===== config.mk =====
export PLATFORM = sky130hd
export DESIGN_NAME = vaf_sqrt_cell
export DESIGN_NICKNAME = d
export VERILOG_FILES = /design/src/rtl/vaf_sqrt_cell.sv
export SDC_FILE = /design/constraint.sdc
export NUM_CORES = 1
export LEC_CHECK = 0
export BUFFER_PORTS_ARGS = -buffer_cell sky130_fd_sc_hd__buf_2
export CORE_UTILIZATION = 52
export DETAILED_ROUTE_END_ITERATION = 10
export HOLD_SLACK_MARGIN = 0.02
export PLACE_DENSITY = 0.86
export SLEW_MARGIN = 20
export SYNTH_ARGS = -nofsm -noshare
export SYNTH_HDL_FRONTEND = slang
export SYNTH_SLANG_ARGS = --single-unit

===== constraint.sdc =====
create_clock -name clk -period 9.65 [get_ports clk]
set_clock_uncertainty 0.15 [all_clocks]
set_input_delay 0.4825 -clock clk [delete_from_list [all_inputs] [get_ports clk]]
set_output_delay 0.4825 -clock clk [all_outputs]
set_load 0.01 [all_outputs]

===== src/rtl/vaf_sqrt_cell.sv =====
// One digit cell of the pipelined integer square root: settles one root
// bit per beat and hands the radicand and partial root on. No dependencies.
module vaf_sqrt_cell #(
  parameter int N  = 32,
  parameter int PW = 8
) (
  input  logic            clk,
  input  logic            rst_n,
  input  logic            en,
  input  logic            vld_i,
  input  logic [2*N-1:0]  rad_i,
  input  logic [N:0]      rem_i,
  input  logic [N-1:0]    root_i,
  input  logic [PW-1:0]   pass_i,
  output logic            vld_o,
  output logic [2*N-1:0]  rad_o,
  output logic [N:0]      rem_o,
  output logic [N-1:0]    root_o,
  output logic [PW-1:0]   pass_o
);

  logic [N+1:0] rem_t;
  logic [N+1:0] trial;
  logic         take;

  // Bring down two radicand bits and try a one
  always_comb begin
    rem_t = {rem_i[N-1:0], rad_i[2*N-1:2*N-2]};
    trial = {root_i, 2'b01};
    take  = rem_t >= trial;
  end

  always_ff @(posedge clk) begin
    if (!rst_n) begin
      vld_o <= 1'b0;
    end else if (en) begin
      vld_o <= vld_i;
    end
  end

  // Advance the partial root
  always_ff @(posedge clk) begin
    if (en) begin
      rad_o  <= {rad_i[2*N-3:0], 2'b00};
      rem_o  <= take ? (N+1)'(rem_t - trial) : rem_t[N:0];
      root_o <= {root_i[N-2:0], take};
      pass_o <= pass_i;
    end
  end

endmodule


### After elaboration in Yosys (flattened, before gate mapping)

Cells that the tools add are included.

* bits in registers: 136
* latch bits: 0
* RAM bits: 0
* bits in read-only memories: 0
* input bits: 141
* output and inout bits: 138
* memories: 0

* $add $sub $neg: 1
* $mul: 0
* div/mod/pow operators: 0
* $lt $le $gt $ge: 1
* eq/ne operators: 0
* shift-type cells: 0
* muxes and demuxes: 1
* bitwise operators: 0
* reduce and logical (&&, ||, !) cells: 0

Operators with widths (number)
* >= comparator 34 bit: 1
* 2-to-1 mux 33 bit: 1
* subtractor 33 bit: 1

### Longest topological paths before layout

* depth in word-level cells: 2
* gate-level depth with buffers: 12

### Worst setup path after synthesis

No wires, ideal clock.

* kind: input-to-reg
* start point: input root_i[5]
* end point: register rem_o[11] (data pin)
* data arrival time: 3.094 ns
* required time: 9.240 ns
* slack: 6.146 ns
* stages on the path: 11
* path through: inv_1 -> ha_1 -> nand4_1 -> nor4_1 -> a21boi_2 -> o311ai_2 -> a31oi_4 -> a221oi_4 -> o41ai_4 -> buf_6 -> mux2_4

* longest elaborated chain between the ends: 2

Ends and longest elaborated chain
* start: declaration: RTL line 13 `input logic [N-1:0] root_i,`
* subtractor 33 bit / >= comparator 34 bit (equally long branches): RTL line 45, 30
* 2-to-1 mux 33 bit (*): RTL line 45 `rem_o <= take ? (N+1)'(rem_t - trial) : rem_t[N:0];`
* end signal: assignment: RTL line 45
* end: declaration: RTL line 17 `output logic [N:0] rem_o,`

Mark *: on every way between the ends. The rest lies on a longest branch, timed or not.
A chain may end at the register's enable or synchronous reset.

### Final worst setup path

* start point: input root_i[14]
* end point: register rem_o[2] (data pin)

* longest elaborated chain between the ends: 2

Ends and longest elaborated chain
* >= comparator 34 bit: RTL line 30 `take = rem_t >= trial;`
* 2-to-1 mux 33 bit: RTL line 45

Every way passes these cells.

==> impl_metrics.yaml <==
sta:
  fmax_ghz: 0.234
  worst_pin_slew_ns: 0.984
  hold_viol: 0
  fin_crit_ns: 4.27
  maxSlewViolCount: 0
  final.setup.tns_ns: 0
  setup_viol: 0
  slew_headroom_pct: 34.4
  finalCritPeriodShare_pct: 44.3
  rsz0062_at_grt: "false"
cells_and_area:
  drive_above_1_share_pct: 44.8
  fin_area_um2: 8710
  area_delta_synth_final_pct: 30.9
  fin_nets: 936
  nFillCells: 854
routing:
  wl_per_cell_um: 18.1
  drt_iter0_drc: 469
  vias_per_cell: 5.38
  wl_um: 17100
  remaining_drc_errors: 0
  firstDrtPassIters: 5
  final_antenna_net_count: 0
  vias: 5069
setup_path:
  r2r-start: "vld_o"
  critical_path.endpoint: "rem_o[2]"
  critical_path_arrival_ns: 4.29
  cp-startpoint: "root_i[14]"
  cp.required_ns: 9.67
  crit_fanout: 28
  r2r_setup_slack_ns: 8.88
  critPathSlowestCell: "o41ai_4"
  critPathCaptureType: "register"
  rr_worst_depth: 2
  worstSetupPathType: "input port to register"
  slowest_delay_ns: 0.67
  cp-start-kind: "input port"
  crit_chain: "buf_2 > inv_1 > ha_1 > nand2_1 > nor4_1 > a21boi_2 > o311ai_2 > a31oi_4 > a221oi_4 > o41ai_4 > buf_4 > mux2_2"
  r2r-end: "vld_o"
floorplan:
  start_util_pct: 54.3
  die_y_um: 115
  dieWidth_um: 115
  io-pin-count: 279
  rows: 40
  core_area_um2: 12300
  die-area_um2: 13300
grt:
  grt_use_total_pct: 26.9
  overflow: 0
  grt_max_degree: 83
  grt_pass1_wl_um: 26400
  antenna_found_initial: 1
  grt_pass1_vias: 5016
clock_tree:
  clk_pin_slew_ns: 0.06
  cts-resized-gates: 0
  clockBufferDepth: 2
  cts_tree: "yes"
  cts_setup_buffers: 0
  cts_made_buffers: 17
  hold_buffers: 0
  htreeDepth: 4
  clk_root_buffer_cell: "clkbuf_16"
  insertion_delay_ns: 0.41
  clock-sinks: 136
logic_synthesis:
  synth_enable_flop_cells: 135
  synth_cell_type_count: 59
  synth_area_um2: 6660
  synth_compound_area_share_pct: 11.4
  synthAdderAreaFrac_pct: 6.39
  synth_area_per_cell_um2: 13.8
  ys.flop_type: "edfxtp_1"
  netlist_instances: 481
  synthMuxAreaShare_pct: 6.84
  ys_seq_elements: 136
  synth.yosys.seq_area_share_pct: 61.2
  synth_xor_area_share_pct: 3.55
  synth_top_family_by_area: "compound AO/OA/AOI/OAI gates"
  synth_most_common_cell: "edfxtp_1"
  synth_top_area_share_pct: 60.9
  synthSimpleGateAreaFrac_pct: 5.98
  async_flop_share_pct: 0
  yosysWarnings: 0
  yosysTopAreaCell: "edfxtp_1"
  ys_top_cells_by_area: "edfxtp_1 61%, ha_1 6.4%, mux2_4 5.4%"
  yosys-top-cells-count: "135 x edfxtp_1, 45 x inv_1, 34 x ha_1"
place:
  io_buffers: 275
  gp_congestion: 0.890
  placed_area_um2: 8130
  hpwl_um: 13000
power_and_ir_drop:
  p_per_area_nw_per_um2: 193
  irDropWorstVdd_mv: 0.0896
  total_power_w: 0.00169
  power.leakage_nw: 3.93
job:
  drv_cap: 0
worst_hold_path:
  worstHoldPathType: "input port to register"
run_status:
  status: "completed"
## registers in the layout, summed over array words and instances (netlist names)
| signal | cells |
|---|---|
| pass_o | 8 |
| rem_o | 33 |
| rad_o | 62 |
| root_o | 32 |
| vld_o | 1 |
## area by class of cell
cell class	instances	area [um^2]	area share (%)
Inverter	45	169	1.94
Timing Repair Buffer	277	1400	16.0
Clock inverter	14	149	1.71
Sequential cell	136	4070	46.7
Tap cell	168	210	2.41
Clock buffer	18	429	4.92
Multi-Input combinational cell	284	2280	26.2
Antenna cell	1	2.50	0.0287
## worst min path at each step
stage                   start   endpoint  slack, ns  cells past startpoint
floorplan               vld_o      vld_o       0.39                      2
global placement        vld_o      vld_o       0.35                      2
detailed placement      vld_o      vld_o       0.38                      2
CTS                 rad_i[37]  rad_o[39]       0.07                      1
global route        rad_i[37]  rad_o[39]       0.07                      1
finish              rad_i[37]  rad_o[39]       0.09                      1
## through the flow
stage | cells | hold slack, ns | setup WS [ns] | util (%)
5_1_grt | 943 | 0.0696 | 5.09 | 71.1
6_report | 943 | 0.0864 | 5.38 | 71.1
3_3_place_gp | 910 | 0.348 | 5.01 | 66.3
3_5_place_dp | 910 | 0.382 | 4.94 | 66.3
4_1_cts | 942 | 0.0724 | 5.37 | 71.1
2_1_floorplan | 482 | 0.388 | 6.15 | -
## worst max-delay path, delay by kind of cell
family | cells | cell delay [ns]
adders and majority gates | 1 | 0.44
muxes | 1 | 0.40
and+or+nand+nor | 2 | 0.64
AOI/OAI and AO/OA | 5 | 1.62
buffers and inverters | 3 | 0.69
## cells by family (layout without fill, tap and decap cells)
kind of cell | after synthesis | in the layout
buffers and inverters | 62 | 354
AND/OR/NAND/NOR | 83 | 83
XOR/XNOR | 27 | 27
AO/OA/AOI/OAI | 105 | 105
other | 1 | 3
adder cells (fa/ha/maj) | 34 | 34
multiplexers | 33 | 33
flip-flops | 136 | 136
## power by group
group          total [W]  leakage [nW]  switching, W  internal [W]
sequential      0.000730          1.33     0.0000137      0.000717
clock           0.000630         0.275      0.000249      0.000381
combinational   0.000325          2.33      0.000179      0.000146
## cells in the final DEF (no fill, tap or decap), drive strengths merged, types with 4 or more instances in the layout
master  instances
nor3            5
xor2            9
nor2b           4
nor2           16
clkbuf         18
o21ai          18
a21o           11
buf           277
ha             34
mux2           28
o31ai           4
inv            48
nand4           7
nand3           8
nor4            4
a31oi           5
a21oi          31
mux2i           5
clkinv          6
xnor2          18
o21bai          4
nand2          29
o21a            4
edfxtp        135
## routing by layer
layer	wire length [um]	GRT usage (%)
met3	1280	8.22
met4	493	13.2
met2	9050	46.5
met1	6290	30.3
met5	0	0
Power figures use the tool's default switching activity.
