$ cat src/rtl/vaf_pkg.sv
// Package for the vector angle block: shared widths, the beat tag struct
// and the elaboration-time arctangent table. No dependencies.
package vaf_pkg;

  // Widths of the fixed part of the datapath (after norm fitting)
  localparam int FIT_BITS     = 32;  // fitted norms, dot magnitude, first root
  localparam int QUO_BITS     = 30;  // cosine quotient bits below the integer bit
  localparam int CM_BITS      = 31;  // cosine magnitude, Q1.30 (max 1.0)
  localparam int SN_BITS      = 31;  // sine magnitude root
  localparam int CORDIC_STEPS = 31;
  localparam int CORDIC_W     = 34;  // signed x, y, z in the rotation chain

  // Flags that ride along with each beat
  typedef struct packed {
    logic inval;  // zero-length vector seen
    logic dneg;   // dot product negative
    logic sat;    // cosine magnitude clamps to 1.0
  } tag_t;

  // Restoring unsigned divide, used only for constants at elaboration
  function automatic logic [63:0] cdiv(input logic [63:0] a, input logic [63:0] b);
    logic [63:0] q;
    logic [63:0] r;
    q = '0;
    r = '0;
    for (int k = 63; k >= 0; k--) begin
      r = {r[62:0], a[k]};
      q = {q[62:0], 1'b0};
      if (r >= b) begin
        r    = r - b;
        q[0] = 1'b1;
      end
    end
    return q;
  endfunction

  // atan(2^-sh) in Q60 by the power series
  function automatic logic [63:0] atan_pow2(input int sh);
    logic [63:0] acc;
    logic [63:0] term;
    int          e;
    acc = '0;
    for (int k = 0; k < 64; k++) begin
      e = sh * (2 * k + 1);
      if (e <= 60) begin
        term = cdiv(64'd1 << (60 - e), 64'(2 * k + 1));
        if (k % 2 == 1) acc = acc - term;
        else            acc = acc + term;
      end
    end
    return acc;
  endfunction

  // atan(1/n) in Q60 by the power series
  function automatic logic [63:0] atan_inv(input logic [63:0] n);
    logic [63:0] p;
    logic [63:0] acc;
    logic [63:0] term;
    p   = cdiv(64'd1 << 60, n);
    acc = '0;
    for (int k = 0; k < 64; k++) begin
      if (p != 0) begin
        term = cdiv(p, 64'(2 * k + 1));
        if (k % 2 == 1) acc = acc - term;
        else            acc = acc + term;
        p = cdiv(p, n * n);
      end
    end
    return acc;
  endfunction

  // floor(atan(2^-i) / pi * 2^32), with the first entry fixed at pi/4 (an eighth of a turn)
  function automatic logic [31:0] atan_entry(input int i);
    logic [63:0] pi_q;
    logic [63:0] rem;
    logic [31:0] q;
    pi_q = 64'd16 * atan_inv(64'd5) - 64'd4 * atan_inv(64'd239);
    rem  = atan_pow2(i);
    q    = '0;
    for (int b = 0; b < 32; b++) begin
      rem = {rem[62:0], 1'b0};
      q   = {q[30:0], 1'b0};
      if (rem >= pi_q) begin
        rem  = rem - pi_q;
        q[0] = 1'b1;
      end
    end
    if (i == 0) q = 32'h4000_0000;
    return q;
  endfunction

endpackage

$ cat src/rtl/vaf_cordic_cell.sv
// One vectoring step of the arccosine CORDIC chain; the step's angle is a
// constant from the package table. Depends on vaf_pkg.
module vaf_cordic_cell #(
  parameter int STEP = 0
) (
  input  logic                                clk,
  input  logic                                rst_n,
  input  logic                                en,
  input  logic                                vld_i,
  input  logic signed [vaf_pkg::CORDIC_W-1:0] x_i,
  input  logic signed [vaf_pkg::CORDIC_W-1:0] y_i,
  input  logic signed [vaf_pkg::CORDIC_W-1:0] z_i,
  input  vaf_pkg::tag_t                       tag_i,
  output logic                                vld_o,
  output logic signed [vaf_pkg::CORDIC_W-1:0] x_o,
  output logic signed [vaf_pkg::CORDIC_W-1:0] y_o,
  output logic signed [vaf_pkg::CORDIC_W-1:0] z_o,
  output vaf_pkg::tag_t                       tag_o
);

  localparam int          W     = vaf_pkg::CORDIC_W;
  localparam logic [31:0] ANGLE = vaf_pkg::atan_entry(STEP);

  logic signed [W-1:0] dx, dy, ang;

  assign dx  = x_i >>> STEP;
  assign dy  = y_i >>> STEP;
  assign ang = $signed({{(W-32){1'b0}}, ANGLE});

  always_ff @(posedge clk) begin
    if (!rst_n) begin
      vld_o <= 1'b0;
    end else if (en) begin
      vld_o <= vld_i;
    end
  end

  // Rotate toward the x axis; hold once y reaches zero
  always_ff @(posedge clk) begin
    if (en) begin
      tag_o <= tag_i;
      if (y_i > 0) begin
        x_o <= x_i + dy;
        y_o <= y_i - dx;
        z_o <= z_i + ang;
      end else if (y_i < 0) begin
        x_o <= x_i - dy;
        y_o <= y_i + dx;
        z_o <= z_i - ang;
      end else begin
        x_o <= x_i;
        y_o <= y_i;
        z_o <= z_i;
      end
    end
  end

endmodule

$ cat config.mk
export PLATFORM = sky130hd
export DESIGN_NAME = vaf_cordic_cell
export DESIGN_NICKNAME = d
export VERILOG_FILES = /design/src/rtl/vaf_pkg.sv /design/src/rtl/vaf_cordic_cell.sv
export SDC_FILE = /design/constraint.sdc
export NUM_CORES = 1
export LEC_CHECK = 0
export ABC_AREA = 1
export ABC_CLOCK_PERIOD_IN_PS = 4700
export BUFFER_PORTS_ARGS = -buffer_cell sky130_fd_sc_hd__buf_2
export CAP_MARGIN = 10
export CORE_UTILIZATION = 49
export CTS_CLUSTER_SIZE = 30
export DETAILED_ROUTE_END_ITERATION = 8
export PLACE_DENSITY = 0.84
export SYNTH_ARGS = -nofsm -noshare
export SYNTH_HDL_FRONTEND = slang
export SYNTH_SLANG_ARGS = --single-unit
export TNS_END_PERCENT = 1
$ cat constraint.sdc
create_clock -name clk -period 4.7 [get_ports clk]
set_clock_uncertainty 0.05 [all_clocks]
set_input_delay 0 -clock clk [delete_from_list [all_inputs] [get_ports clk]]
set_output_delay 0 -clock clk [all_outputs]
set_load 0.02 [all_outputs]
---- After elaboration in Yosys (flattened, before gate mapping) ----
Cells that the tools add are included.
operators by class
  add/subtract/negate cells ............... 5
  magnitude comparators ................... 2
  muxes and demuxes ....................... 6
operators by type and width
  cell                      number
  $mux W34                  6
  $sub A34 B34 Y34          2
  $add A34 B32 Y34 const B  1
  $add A34 B34 Y34          1
  $gt A34 B1 Y1 const B     1
  $lt A34 B1 Y1 const B     1
  $sub A34 B32 Y34 const B  1
word-level totals
  flip-flop bits (word level) ............. 106
  input bits .............................. 109
  output and inout bits ................... 106
  word-level logic and storage cells ...... 20

---- Logic depth before layout (Yosys ltp) ----
  word-level depth ........................ 3
  mapped depth ............................ 18
  mapped depth without buffers ............ 17

---- Worst setup path after synthesis ----
Ideal clock, no wire load.
  path kind ............................... input port to flip-flop
  start point ............................. in x_i[0] (netlist bit)
  end point ............................... reg x_o[32] (netlist bit) (data pin)
  setup time .............................. 259 ps
  data arrival time ....................... 1524 ps
  required time ........................... 4391 ps
  setup slack ............................. 2867 ps
  cell stages on the path ................. 15
  path buffers ............................ 0
  cells stage by stage .................... inv_1 ha_1 fa_1 inv_1 nand3_1 nand3_1 nand2_1 nand2_1 nand2_1 nand2_1 nand2_1 nand2_1 nand2_1 nand3_1 nand3_1
on the way
  word-level cells in the longest chain between the ends .. 3
  elaborated cells on any way between the ends .. 4
  those cells by class .................... 2 x add/sub; 2 x mux
ends and longest elaborated chain
  item                  line                   RTL
  from (decl)           vaf_cordic_cell.sv:10  input logic signed [vaf_pkg::CORDIC_W-1:0] x_i,
  $sub A34 B34 Y34      vaf_cordic_cell.sv:47  x_o <= x_i - dy;
  $mux W34              vaf_cordic_cell.sv:46  end else if (y_i < 0) begin
  $mux W34 *            vaf_cordic_cell.sv:42  if (y_i > 0) begin
  to (signal assigned)  vaf_cordic_cell.sv:43  x_o <= x_i + dy;
  to (signal assigned)  vaf_cordic_cell.sv:47
  to (signal assigned)  vaf_cordic_cell.sv:51  x_o <= x_i;
  to (decl)             vaf_cordic_cell.sv:15  output logic signed [vaf_pkg::CORDIC_W-1:0] x_o,
Mark *: on every way between the ends. The rest lies on a longest branch, timed or not.
A chain may end at the register's enable or synchronous reset.

---- Final worst setup path ----
  start point ............................. in x_i[29] (netlist bit)
  end point ............................... reg x_o[33] (netlist bit) (data pin)
Same word-level chain as after synthesis.

==> flow_summary.json <==
{
  "pin_count": 215,
  "ys_types": 44,
  "ir_drop_v": 0.000206,
  "die_y_um": 156,
  "p_sw_mw": 1.50,
  "post-cts-setup-buffers": 0,
  "cts.clk_slew.worst_paths_ns": 0.09,
  "fin_area_um2": 13500,
  "vias": 12500,
  "placed_area_um2": 12700,
  "total_power_mw": 3.52,
  "leakagePower_nw": 7.11,
  "max-cap-violations": 0,
  "die_x_um": 156,
  "start_util": 0.505,
  "synthCells": 1751,
  "ctsResizeCount": 0,
  "setup_violations": 0,
  "drt-vias-per-instance": 5.44,
  "antenna_found_initial": 1,
  "hold_class": "in -> reg",
  "wl_mm": 43.9,
  "period_needed_ns": 2.81,
  "endpoint_kind": "register",
  "crit_type": "in -> reg",
  "yosys_warnings": 0,
  "wl_per_cell_um": 19.1,
  "h-tree-depth": 3,
  "grt.total_usage": 0.366,
  "seq_area_frac_synth": 0.274,
  "drtAntennaViolNets": 0,
  "power_frac_seq": 0.345,
  "final_cell_mix": "nand2_1 (524), inv_1 (318), buf_2 (213), nand3_1 (163), nor2_1 (117)",
  "timing.fmax_ghz": 0.356,
  "io_buffers": 214,
  "grt_pass1_wl_mm": 66.4,
  "critPathRequiredTime_ns": 4.77,
  "crit_path_start_kind": "primary input",
  "async_flop_share": 0,
  "synthToLayoutAreaGrowth_pct": 16.4,
  "overflow": 0,
  "worstMarginPinSlew_ns": 0.885,
  "dr.pass1.iters": 6,
  "first_global_vias": 12000,
  "syn-num-nets": 1965,
  "swShare": 0.427,
  "outcome": "finished clean",
  "setup_slack_ns": 1.89,
  "clockBufferDepth": 2,
  "crit_arrival_ns": 2.88,
  "core_um2": 22900,
  "ys.flop_type": "edfxtp_1",
  "drc": 0,
  "dpl.hpwl_mm": 35.2,
  "slew_headroom": 0.408,
  "drt_iter0_drc": 1337,
  "p_int_mw": 2.02,
  "timing.final.crit_share": 0.598,
  "nets": 2193,
  "clkPwrFrac": 0.237,
  "clkSinkCount": 106,
  "syn-cell-area_um2": 11600,
  "diodes": 0,
  "rsz0062_at_grt": "false",
  "ctsHoldBuffers": 46,
  "rows": 55,
  "final.setup.tns_ns": 0,
  "maxSlewViolCount": 0,
  "worstPathMaxFanout": 11,
  "ys_ff_latch": 106,
  "drive_above_1_share": 0.149,
  "synth.avg_cell_area_um2": 6.60,
  "cts-root-buf": "clkbuf_16",
  "hold_violations": 0,
  "final_common_cell": "nand2_1",
  "gp_congestion": 0.992,
  "cts_tree": "done",
  "synth_edf_count": 105,
  "fp.dieArea_um2": 24200,
  "grt_max_degree": 59,
  "pre_cts_slack_ns": 2.17,
  "p_per_area_nw_per_um2": 261,
  "cts_made_buffers": 9,
  "clkLatencyLatePin_ns": 0.36,
  "power_frac_comb": 0.417
}
[metal layers]
layer / vias to the layer above / part of all wire / GRT usage
met3: 71 / 0.092 / 0.0583
met5: - / 0 / 0
met2: 606 / 0.45 / 0.589
li1: 6027 / - / -
met1: 5784 / 0.44 / 0.502
met4: 0 / 0.025 / 0.111
[flip-flops by register name, indices dropped and copies added (netlist names)]
signal,flops
vld_o,1
tag_o,3
x_o,34
z_o,34
y_o,34
[worst paths after layout]
check                     start                 end  slack, ns  cells past startpoint
max                     x_i[29]   x_o[33]$_DFFE_PP_       1.89                     17
min                     x_i[23]   x_o[23]$_DFFE_PP_      0.009                      3
max reg2reg  vld_o$_SDFFE_PN0P_  vld_o$_SDFFE_PN0P_       3.39                      3
min reg2reg  vld_o$_SDFFE_PN0P_  vld_o$_SDFFE_PN0P_       1.11                      3
[synthesized netlist by cell type, types with 19 or more instances]
cell,number,share of area
ha_1,102,0.11
o21ai_0,81,0.035
nor2_1,117,0.038
xor2_1,30,0.023
nor2_2,20,0.011
buf_4,23,0.015
a21oi_1,103,0.045
nand3_1,163,0.071
edfxtp_1,105,0.27
nand4_1,19,0.010
inv_1,318,0.10
nand2_1,524,0.17
[power by group through the flow]
stage / Combinational [mW] / Sequential, mW / Clock (mW)
2_1_floorplan: 0.796 / 1.38 / 0
3_3_place_gp: 1.39 / 1.23 / 0
3_5_place_dp: 1.40 / 1.23 / 0
4_1_cts: 1.44 / 1.21 / 0.836
5_1_grt: 1.60 / 1.22 / 0.851
6_report: 1.47 / 1.21 / 0.834
[layout make-up]
class	count	area, um^2
Fill cell	2267	9460
Multi-Input combinational cell	1276	6820
Sequential cell	106	3170
Timing Repair Buffer	264	1560
Inverter	322	1210
Tap cell	313	392
Clock buffer	9	225
Clock inverter	7	71.3
[metrics by stage]
step / utilization / hold WS, ns / cells
finish: 0.587 / 0.00852 / 2297
detailed placement: 0.554 / 0.128 / 2235
CTS: 0.587 / 0.000149 / 2297
global placement: 0.554 / 0.127 / 2235
floorplan: - / 0.0435 / 1751
global route: 0.587 / 0.0192 / 2297
[critical path, stage by stage]
cell and delay, ns:
dlygate4sd3_1 0.54, buf_2 0.18, inv_1 0.06, ha_1 0.57, nand2_1 0.28, nor2_1 0.29, nand2_1 0.19, nor2_2 0.21
nand2_1 0.07, nor2_1 0.10, nor2_1 0.06, nand2_1 0.07, nand2_1 0.05, nand2_1 0.07, nand2_1 0.05, inv_1 0.05
nand2_1 0.05
[kinds of logic after synthesis]
kind of cell / Yosys count / share of synthesized area
and+or+nand+nor: 898 / 0.334
buffers and inverters: 369 / 0.136
AOI/OAI and AO/OA: 239 / 0.114
DFF: 106 / 0.274
adders and majority gates: 105 / 0.116
xor gates and xnor gates: 34 / 0.0258
Power figures use the tool's default switching activity.
