[src/rtl/vaf_pkg.sv]
// Package for the vector angle block: shared widths, the beat tag struct
// and the elaboration-time arctangent table. No dependencies.
package vaf_pkg;

  // Widths of the fixed part of the datapath (after norm fitting)
  localparam int FIT_BITS     = 32;  // fitted norms, dot magnitude, first root
  localparam int QUO_BITS     = 30;  // cosine quotient bits below the integer bit
  localparam int CM_BITS      = 31;  // cosine magnitude, Q1.30 (max 1.0)
  localparam int SN_BITS      = 31;  // sine magnitude root
  localparam int CORDIC_STEPS = 31;
  localparam int CORDIC_W     = 34;  // signed x, y, z in the rotation chain

  // Flags that ride along with each beat
  typedef struct packed {
    logic inval;  // zero-length vector seen
    logic dneg;   // dot product negative
    logic sat;    // cosine magnitude clamps to 1.0
  } tag_t;

  // Restoring unsigned divide, used only for constants at elaboration
  function automatic logic [63:0] cdiv(input logic [63:0] a, input logic [63:0] b);
    logic [63:0] q;
    logic [63:0] r;
    q = '0;
    r = '0;
    for (int k = 63; k >= 0; k--) begin
      r = {r[62:0], a[k]};
      q = {q[62:0], 1'b0};
      if (r >= b) begin
        r    = r - b;
        q[0] = 1'b1;
      end
    end
    return q;
  endfunction

  // atan(2^-sh) in Q60 by the power series
  function automatic logic [63:0] atan_pow2(input int sh);
    logic [63:0] acc;
    logic [63:0] term;
    int          e;
    acc = '0;
    for (int k = 0; k < 64; k++) begin
      e = sh * (2 * k + 1);
      if (e <= 60) begin
        term = cdiv(64'd1 << (60 - e), 64'(2 * k + 1));
        if (k % 2 == 1) acc = acc - term;
        else            acc = acc + term;
      end
    end
    return acc;
  endfunction

  // atan(1/n) in Q60 by the power series
  function automatic logic [63:0] atan_inv(input logic [63:0] n);
    logic [63:0] p;
    logic [63:0] acc;
    logic [63:0] term;
    p   = cdiv(64'd1 << 60, n);
    acc = '0;
    for (int k = 0; k < 64; k++) begin
      if (p != 0) begin
        term = cdiv(p, 64'(2 * k + 1));
        if (k % 2 == 1) acc = acc - term;
        else            acc = acc + term;
        p = cdiv(p, n * n);
      end
    end
    return acc;
  endfunction

  // floor(atan(2^-i) / pi * 2^32), with the first entry fixed at pi/4 (an eighth of a turn)
  function automatic logic [31:0] atan_entry(input int i);
    logic [63:0] pi_q;
    logic [63:0] rem;
    logic [31:0] q;
    pi_q = 64'd16 * atan_inv(64'd5) - 64'd4 * atan_inv(64'd239);
    rem  = atan_pow2(i);
    q    = '0;
    for (int b = 0; b < 32; b++) begin
      rem = {rem[62:0], 1'b0};
      q   = {q[30:0], 1'b0};
      if (rem >= pi_q) begin
        rem  = rem - pi_q;
        q[0] = 1'b1;
      end
    end
    if (i == 0) q = 32'h4000_0000;
    return q;
  endfunction

endpackage

[src/rtl/vaf_div_cell.sv]
// One quotient-bit cell of the restoring cosine divider.
// Depends on vaf_pkg.
module vaf_div_cell (
  input  logic                             clk,
  input  logic                             rst_n,
  input  logic                             en,
  input  logic                             vld_i,
  input  logic [vaf_pkg::FIT_BITS-1:0]     rem_i,
  input  logic [vaf_pkg::FIT_BITS-1:0]     den_i,
  input  logic [vaf_pkg::QUO_BITS-1:0]     quo_i,
  input  vaf_pkg::tag_t                    tag_i,
  output logic                             vld_o,
  output logic [vaf_pkg::FIT_BITS-1:0]     rem_o,
  output logic [vaf_pkg::FIT_BITS-1:0]     den_o,
  output logic [vaf_pkg::QUO_BITS-1:0]     quo_o,
  output vaf_pkg::tag_t                    tag_o
);

  localparam int W = vaf_pkg::FIT_BITS;

  logic [W:0] rem_t;
  logic       take;

  // Double the remainder and compare with the divisor
  always_comb begin
    rem_t = {rem_i, 1'b0};
    take  = rem_t >= {1'b0, den_i};
  end

  always_ff @(posedge clk) begin
    if (!rst_n) begin
      vld_o <= 1'b0;
    end else if (en) begin
      vld_o <= vld_i;
    end
  end

  always_ff @(posedge clk) begin
    if (en) begin
      rem_o <= take ? W'(rem_t - {1'b0, den_i}) : rem_t[W-1:0];
      den_o <= den_i;
      quo_o <= {quo_i[vaf_pkg::QUO_BITS-2:0], take};
      tag_o <= tag_i;
    end
  end

endmodule

[config.mk]
export PLATFORM = sky130hd
export DESIGN_NAME = vaf_div_cell
export DESIGN_NICKNAME = d
export VERILOG_FILES = /design/src/rtl/vaf_pkg.sv /design/src/rtl/vaf_div_cell.sv
export SDC_FILE = /design/constraint.sdc
export NUM_CORES = 1
export LEC_CHECK = 0
export BUFFER_PORTS_ARGS = -buffer_cell sky130_fd_sc_hd__clkbuf_2
export CORE_MARGIN = 3
export CORE_UTILIZATION = 41
export DETAILED_ROUTE_END_ITERATION = 7
export HOLD_SLACK_MARGIN = 0.03
export PLACE_DENSITY = 0.68
export RECOVER_POWER = 100
export SYNTH_ARGS = -nofsm -noshare
export SYNTH_HDL_FRONTEND = slang
export SYNTH_SLANG_ARGS = --single-unit
export TNS_END_PERCENT = 100
[constraint.sdc]
create_clock -name clk -period 2.93 [get_ports clk]
set_input_delay 0.293 -clock clk [delete_from_list [all_inputs] [get_ports clk]]
set_output_delay 0.293 -clock clk [all_outputs]
set_load 0.01 [all_outputs]
## After elaboration in Yosys (flattened, before gate mapping)

Index checks and enable logic that the tools add are counted.

- Register bits: 98
- Input bits: 101
- Logic and storage cells: 11
- Output and inout port bits: 98

- Muxes and demuxes: 1
- Order comparisons: 1
- $add $sub $neg: 1

Operators by type and width:

| kind | count |
|---|---|
| $ge 33x32->1 | 1 |
| $mux 32 | 1 |
| $sub 32x32->32 | 1 |

## Longest topological paths before layout

- Depth after elaboration: 2
- Mapped depth: 13
- Depth with buffers taken out: 10

## Least setup slack after synthesis

No wires, ideal clock.

- Kind: input to register
- From: input den_i[5] in the netlist's numbering
- To: register rem_o[10] in the netlist's numbering (data pin)
- Path slack: 0.388 ns
- Stages on the path: 11
- Library setup time: 0.255 ns
- Path buffers: 2
- Required time: 2.675 ns
- Arrival: 2.287 ns
- Path through: inv_1 ha_1 and2_1 a221o_1 o311ai_2 a31o_2 o2111a_1 a21o_1 buf_6 buf_6 o21ai_2

- Cells in the longest elaborated chain, start to end: 2
- Elaborated cells between the ends (all ways): 3
- Classes of those cells: add/sub: 1; order compare: 1; mux: 1

Ends and longest elaborated chain:

| item | line | RTL |
|---|---|---|
| start: declaration | vaf_div_cell.sv:9 | `input logic [vaf_pkg::FIT_BITS-1:0] den_i,` |
| $sub 32x32->32 or $ge 33x32->1 (tied branches) | vaf_div_cell.sv:40, vaf_div_cell.sv:27 |  |
| $mux 32 (*) | vaf_div_cell.sv:40 | `rem_o <= take ? W'(rem_t - {1'b0, den_i}) : rem_t[W-1:0];` |
| end signal: assignment | vaf_div_cell.sv:40 |  |
| end: declaration | vaf_div_cell.sv:13 | `output logic [vaf_pkg::FIT_BITS-1:0] rem_o,` |

Mark *: on every way between the ends. The rest lies on a longest branch, timed or not.
A chain may end at the register's enable or synchronous reset.

## Final worst setup path

- From: input den_i[4] in the netlist's numbering
- To: register rem_o[21] in the netlist's numbering (data pin)

The elaborated chain is that of the path after synthesis.

==> summary.md <==
| Metric | Value |
|---|---|
| Outcome | finished, violations left |
| Violations in the final reports | capacitance limit, slew limit |
| Setup crit start kind | input port |
| Fraction of registers with async set/reset | 0 |
| Number of flops mapped to enable cells by yosys | 97 |
| Kind of capture point of the worst setup path | flip-flop |
| Cell Int Power | about 2.7 mW |
| Final weighted congestion in routability-driven placement | between 0.8 and 0.9 |
| Antenna violations before repair | 0 |
| CP Data Arrival Time | 2.82 ns |
| Synth top area share | 0.545 |
| Detailed placement HPWL | 10.2 mm |
| Fin area | 6650 um^2 |
| Worst endpoint required time | a little over 3 ns |
| Slowest cell on crit path | sky130_fd_sc_hd__a221o_1 |
| Pre-antenna DRT Iters | 6 |
| Skew-Pair Late Insertion Delay | 0.35 ns |
| IR Drop Worst-Case VDD | 0.000309 V |
| Top library cells by usage in the layout, fill and taps aside | 130 x sky130_fd_sc_hd__clkbuf_1, 97 x sky130_fd_sc_hd__edfxtp_1, 69 x sky130_fd_sc_hd__clkbuf_2, 49 x sky130_fd_sc_hd__nand2_1, 41 x sky130_fd_sc_hd__inv_1 |
| Die Y-Extent | 120 um |
| Launch point of the worst path | den_i[4] |
| Area of the core | 12,700 um^2 |
| Part of the power in registers | 0.471 |
| Count of endpoints failing hold in the final timing report | 0 |
| Post-route ant nets | 0 |
| Post-detailed-route wirelength per cell | 15.2 um |
| Horizontal die dimension | 120 um |
| Core occupancy in the finished layout | 0.525 |
| RR Endpoint | vld_o$_SDFFE_PN0P_ |
| Sequential fraction of the synthesis area | 0.548 |
| Vias per cell | 4.94 |
| Clock-pin slew of the registers on the worst-case setup and hold paths | ~0.070 ns |
| Leakage power total | 2.77 nW |
| Synth Warn # | 0 |
| Maximum number of pins on one net before global-route repair | 60 |
| Post-Syn Nets | just under 600 |
| Layout Skew | 0 ns |
| Maximum cell stage delay along the critical path | around 0.39 ns |
| Worst-case clock buffer depth | 2 |
| Achievable clock frequency | 366 MHz |
| Worst relative slew slack | -0.535 |
| Placed instance area | 6620 um^2 |
| Aggregate negative setup slack | 0 ns |
| CTS HTree Levels | 3 |
| Post-synthesis cell type with the largest combined area | sky130_fd_sc_hd__edfxtp_1 |
| Vias | 4,172 |
| Fin crit period | 2.73 ns |
| Biggest fanout along the worst timing path | 10 |
| Worst min-delay path category | in -> reg |
| Global-route usage over all layers | 0.174 |
| WL final | 12.8 mm |
| Overflow after GRT | 0 |
| End of the critical path | rem_o[21]$_DFFE_PP_ |
| Count of placed standard cells including taps | 829 |
| Depth of the worst register-to-register path | 2 |
| RSZ-0062 raised after global routing | no |
| Count of boundary I/O pins | 199 |
| Gate power share | 0.227 |
| Post-synthesis average cell area | 11.7 um^2 |
| Total clock sinks | 98 |
| Starting utilization of the core area | 0.422 |
| Slew @ Worst Pin | 2.30 ns |
| TritonCTS buffer count | 9 |
| Number of cells in the finished layout apart from fillers | around 850 |
| Seq cells post-synth | 98 |
| NetSw | 1.09 mW |
| Number of DRC markers in iteration 0 | 199 |
| Most area-consuming cells after synthesis | sky130_fd_sc_hd__edfxtp_1 54%, sky130_fd_sc_hd__ha_1 7.5%, sky130_fd_sc_hd__o21ai_2 4.9% |
| Number of I/O port buffers | 197 |
| Sw Ratio | 0.290 |
| Top FF cell, synth | sky130_fd_sc_hd__edfxtp_1 |
| Vias in the first global route | around 4.1k |
| Launch point of the worst reg-to-reg path | vld_o$_SDFFE_PN0P_ |
| Area Growth Syn to Fin | 24.3% |
| Max-cap check violation count | 1 |
| Class of the most critical setup path | in -> reg |
| Gates resized, CTS repair | 0 |
| Total Nets Final | 802 |
| Number of setup violations in the final report | 0 |
| Most common library cell in the layout ignoring fill and taps | sky130_fd_sc_hd__clkbuf_1 |
| Clock tree root driver cell | sky130_fd_sc_hd__clkbuf_16 |
| Distinct cells, synth | between 50 and 60 |
| Number of slew-limit violations in the final report | 40 |
| Final critical-path share of the clock period | 0.933 |
| Total power divided by cell area | 565 nW/um^2 |
| Cell Rows | 41 |
| Layout fillers | 1,257 |
| Cell Area, Synth | about 5300 um^2 |
| TritonCTS clock tree | done |
| # Post-CTS Setup Buffers | 0 |
| R2r setup slk | 2.33 ns |
| Diode count | 0 |
| Mapped Cells | approximately 460 |
| Crit path cell chain | clkbuf_1 > inv_1 > ha_1 > and2_1 > a221o_1 > o311ai_2 > a31o_2 > o2111a_1 > a21o_1 > clkbuf_2 > o21ai_0 |
| Share of final-layout standard cells stronger than drive strength 1 | 0.169 |
| Detailed-route DRC error count | 0 |
| Clock group share of total power | 0.302 |
| Post-cts hold buffer count | 0 |
| Die ar. | 14,500 um^2 |
| Wire length of the first global-routing pass | 20.0 mm |
-- worst max-delay path: cells and delay by family --
family / cells / cell delay (ns)
fa+ha+maj: 1 / 0.32
compound gates: 6 / 1.55
simple gates: 1 / 0.17
buf+inv: 3 / 0.48
-- through the flow --
step / setup slack, ns / total power, mW / hold WS (ns)
2_1_floorplan: 0.388 / 2.39 / 0.392
3_3_place_gp: 0.0876 / 2.74 / 0.470
3_5_place_dp: 0.0494 / 2.76 / 0.472
4_1_cts: 0.414 / 3.90 / 0.104
5_1_grt: 0.0920 / 3.97 / 0.0993
6_report: 0.196 / 3.75 / 0.116
-- cell usage after synthesis (2+ instances only) --
cell type                  count
sky130_fd_sc_hd__nand2_1      49
sky130_fd_sc_hd__a31oi_1       2
sky130_fd_sc_hd__a21o_1       16
sky130_fd_sc_hd__or2_2         2
sky130_fd_sc_hd__nand2b_1      4
sky130_fd_sc_hd__a221o_1       3
sky130_fd_sc_hd__edfxtp_1     97
sky130_fd_sc_hd__or3_1         2
sky130_fd_sc_hd__o211ai_1      4
sky130_fd_sc_hd__o31ai_1       3
sky130_fd_sc_hd__o21a_1        4
sky130_fd_sc_hd__nand3b_1      4
sky130_fd_sc_hd__o21bai_1      5
sky130_fd_sc_hd__o211a_1       2
sky130_fd_sc_hd__a211oi_1      4
sky130_fd_sc_hd__inv_1        41
sky130_fd_sc_hd__xor2_1       16
sky130_fd_sc_hd__clkbuf_1      7
sky130_fd_sc_hd__nand4_1       8
sky130_fd_sc_hd__xnor2_1      12
sky130_fd_sc_hd__nor3_1        4
sky130_fd_sc_hd__ha_1         32
sky130_fd_sc_hd__mux2i_1       2
sky130_fd_sc_hd__o21ai_2      30
sky130_fd_sc_hd__o31a_1        2
sky130_fd_sc_hd__a21oi_1      27
sky130_fd_sc_hd__nand3_1      10
sky130_fd_sc_hd__and2_1        3
sky130_fd_sc_hd__o21ai_0      12
sky130_fd_sc_hd__buf_6         6
sky130_fd_sc_hd__nor2b_1       4
sky130_fd_sc_hd__nor2_1       18
sky130_fd_sc_hd__and3_1        3
-- cell families (layout without fill, tap and decap cells) --
group           Yosys count  count (layout)  share of synthesized area
fa+ha+maj                33              33                     0.0786
mux                       2               2                    0.00374
xor+xnor                 28              28                     0.0458
simple gates            113             113                      0.101
compound gates          127             127                      0.174
flops                    98              98                      0.548
buf+inv                  55             272                     0.0491
-- layer usage --
metal  share of wire  routed length [um]  up-vias  GRT usage
li1                -                   -     2098          -
met1            0.43                5500     1922      0.211
met5               0                   0        -          0
met3           0.074                 955       12     0.0482
met2            0.48                6220      140      0.301
met4           0.012                 157        0     0.0567
-- state kept, by name (all words and copies together), names as in the netlist --
register  flops
quo_o        30
rem_o        32
tag_o         3
vld_o         1
den_o        32
-- final cells by class --
cell class                      instances  area [um^2]  area share
Clock buffer                           10          229      0.0344
Clock inverter                          6         56.3     0.00847
Inverter                               41          154      0.0231
Multi-Input combinational cell        303         2070       0.311
Sequential cell                        98         2930       0.441
Tap cell                              172          215      0.0324
Timing Repair Buffer                  215          995       0.150
-- power by group through the flow --
stage | Sequential [mW] | Clock [mW] | Combinational, mW
finish | 1.77 | 1.13 | 0.853
global route | 1.78 | 1.23 | 0.954
CTS | 1.77 | 1.17 | 0.963
detailed placement | 1.80 | 0 | 0.958
global placement | 1.80 | 0 | 0.944
floorplan | 1.88 | 0 | 0.511
-- worst min path at each step --
stage	startpoint	to	depth (start not counted)
6_report	quo_i[9]	quo_o[10]$_DFFE_PP_	1
4_1_cts	quo_i[8]	quo_o[9]$_DFFE_PP_	1
2_1_floorplan	den_i[0]	den_o[0]$_DFFE_PP_	0
5_1_grt	quo_i[20]	quo_o[21]$_DFFE_PP_	1
3_5_place_dp	quo_i[0]	quo_o[1]$_DFFE_PP_	1
3_3_place_gp	tag_i[0]	tag_o[0]$_DFFE_PP_	1
(Power assumes the default switching activity.)
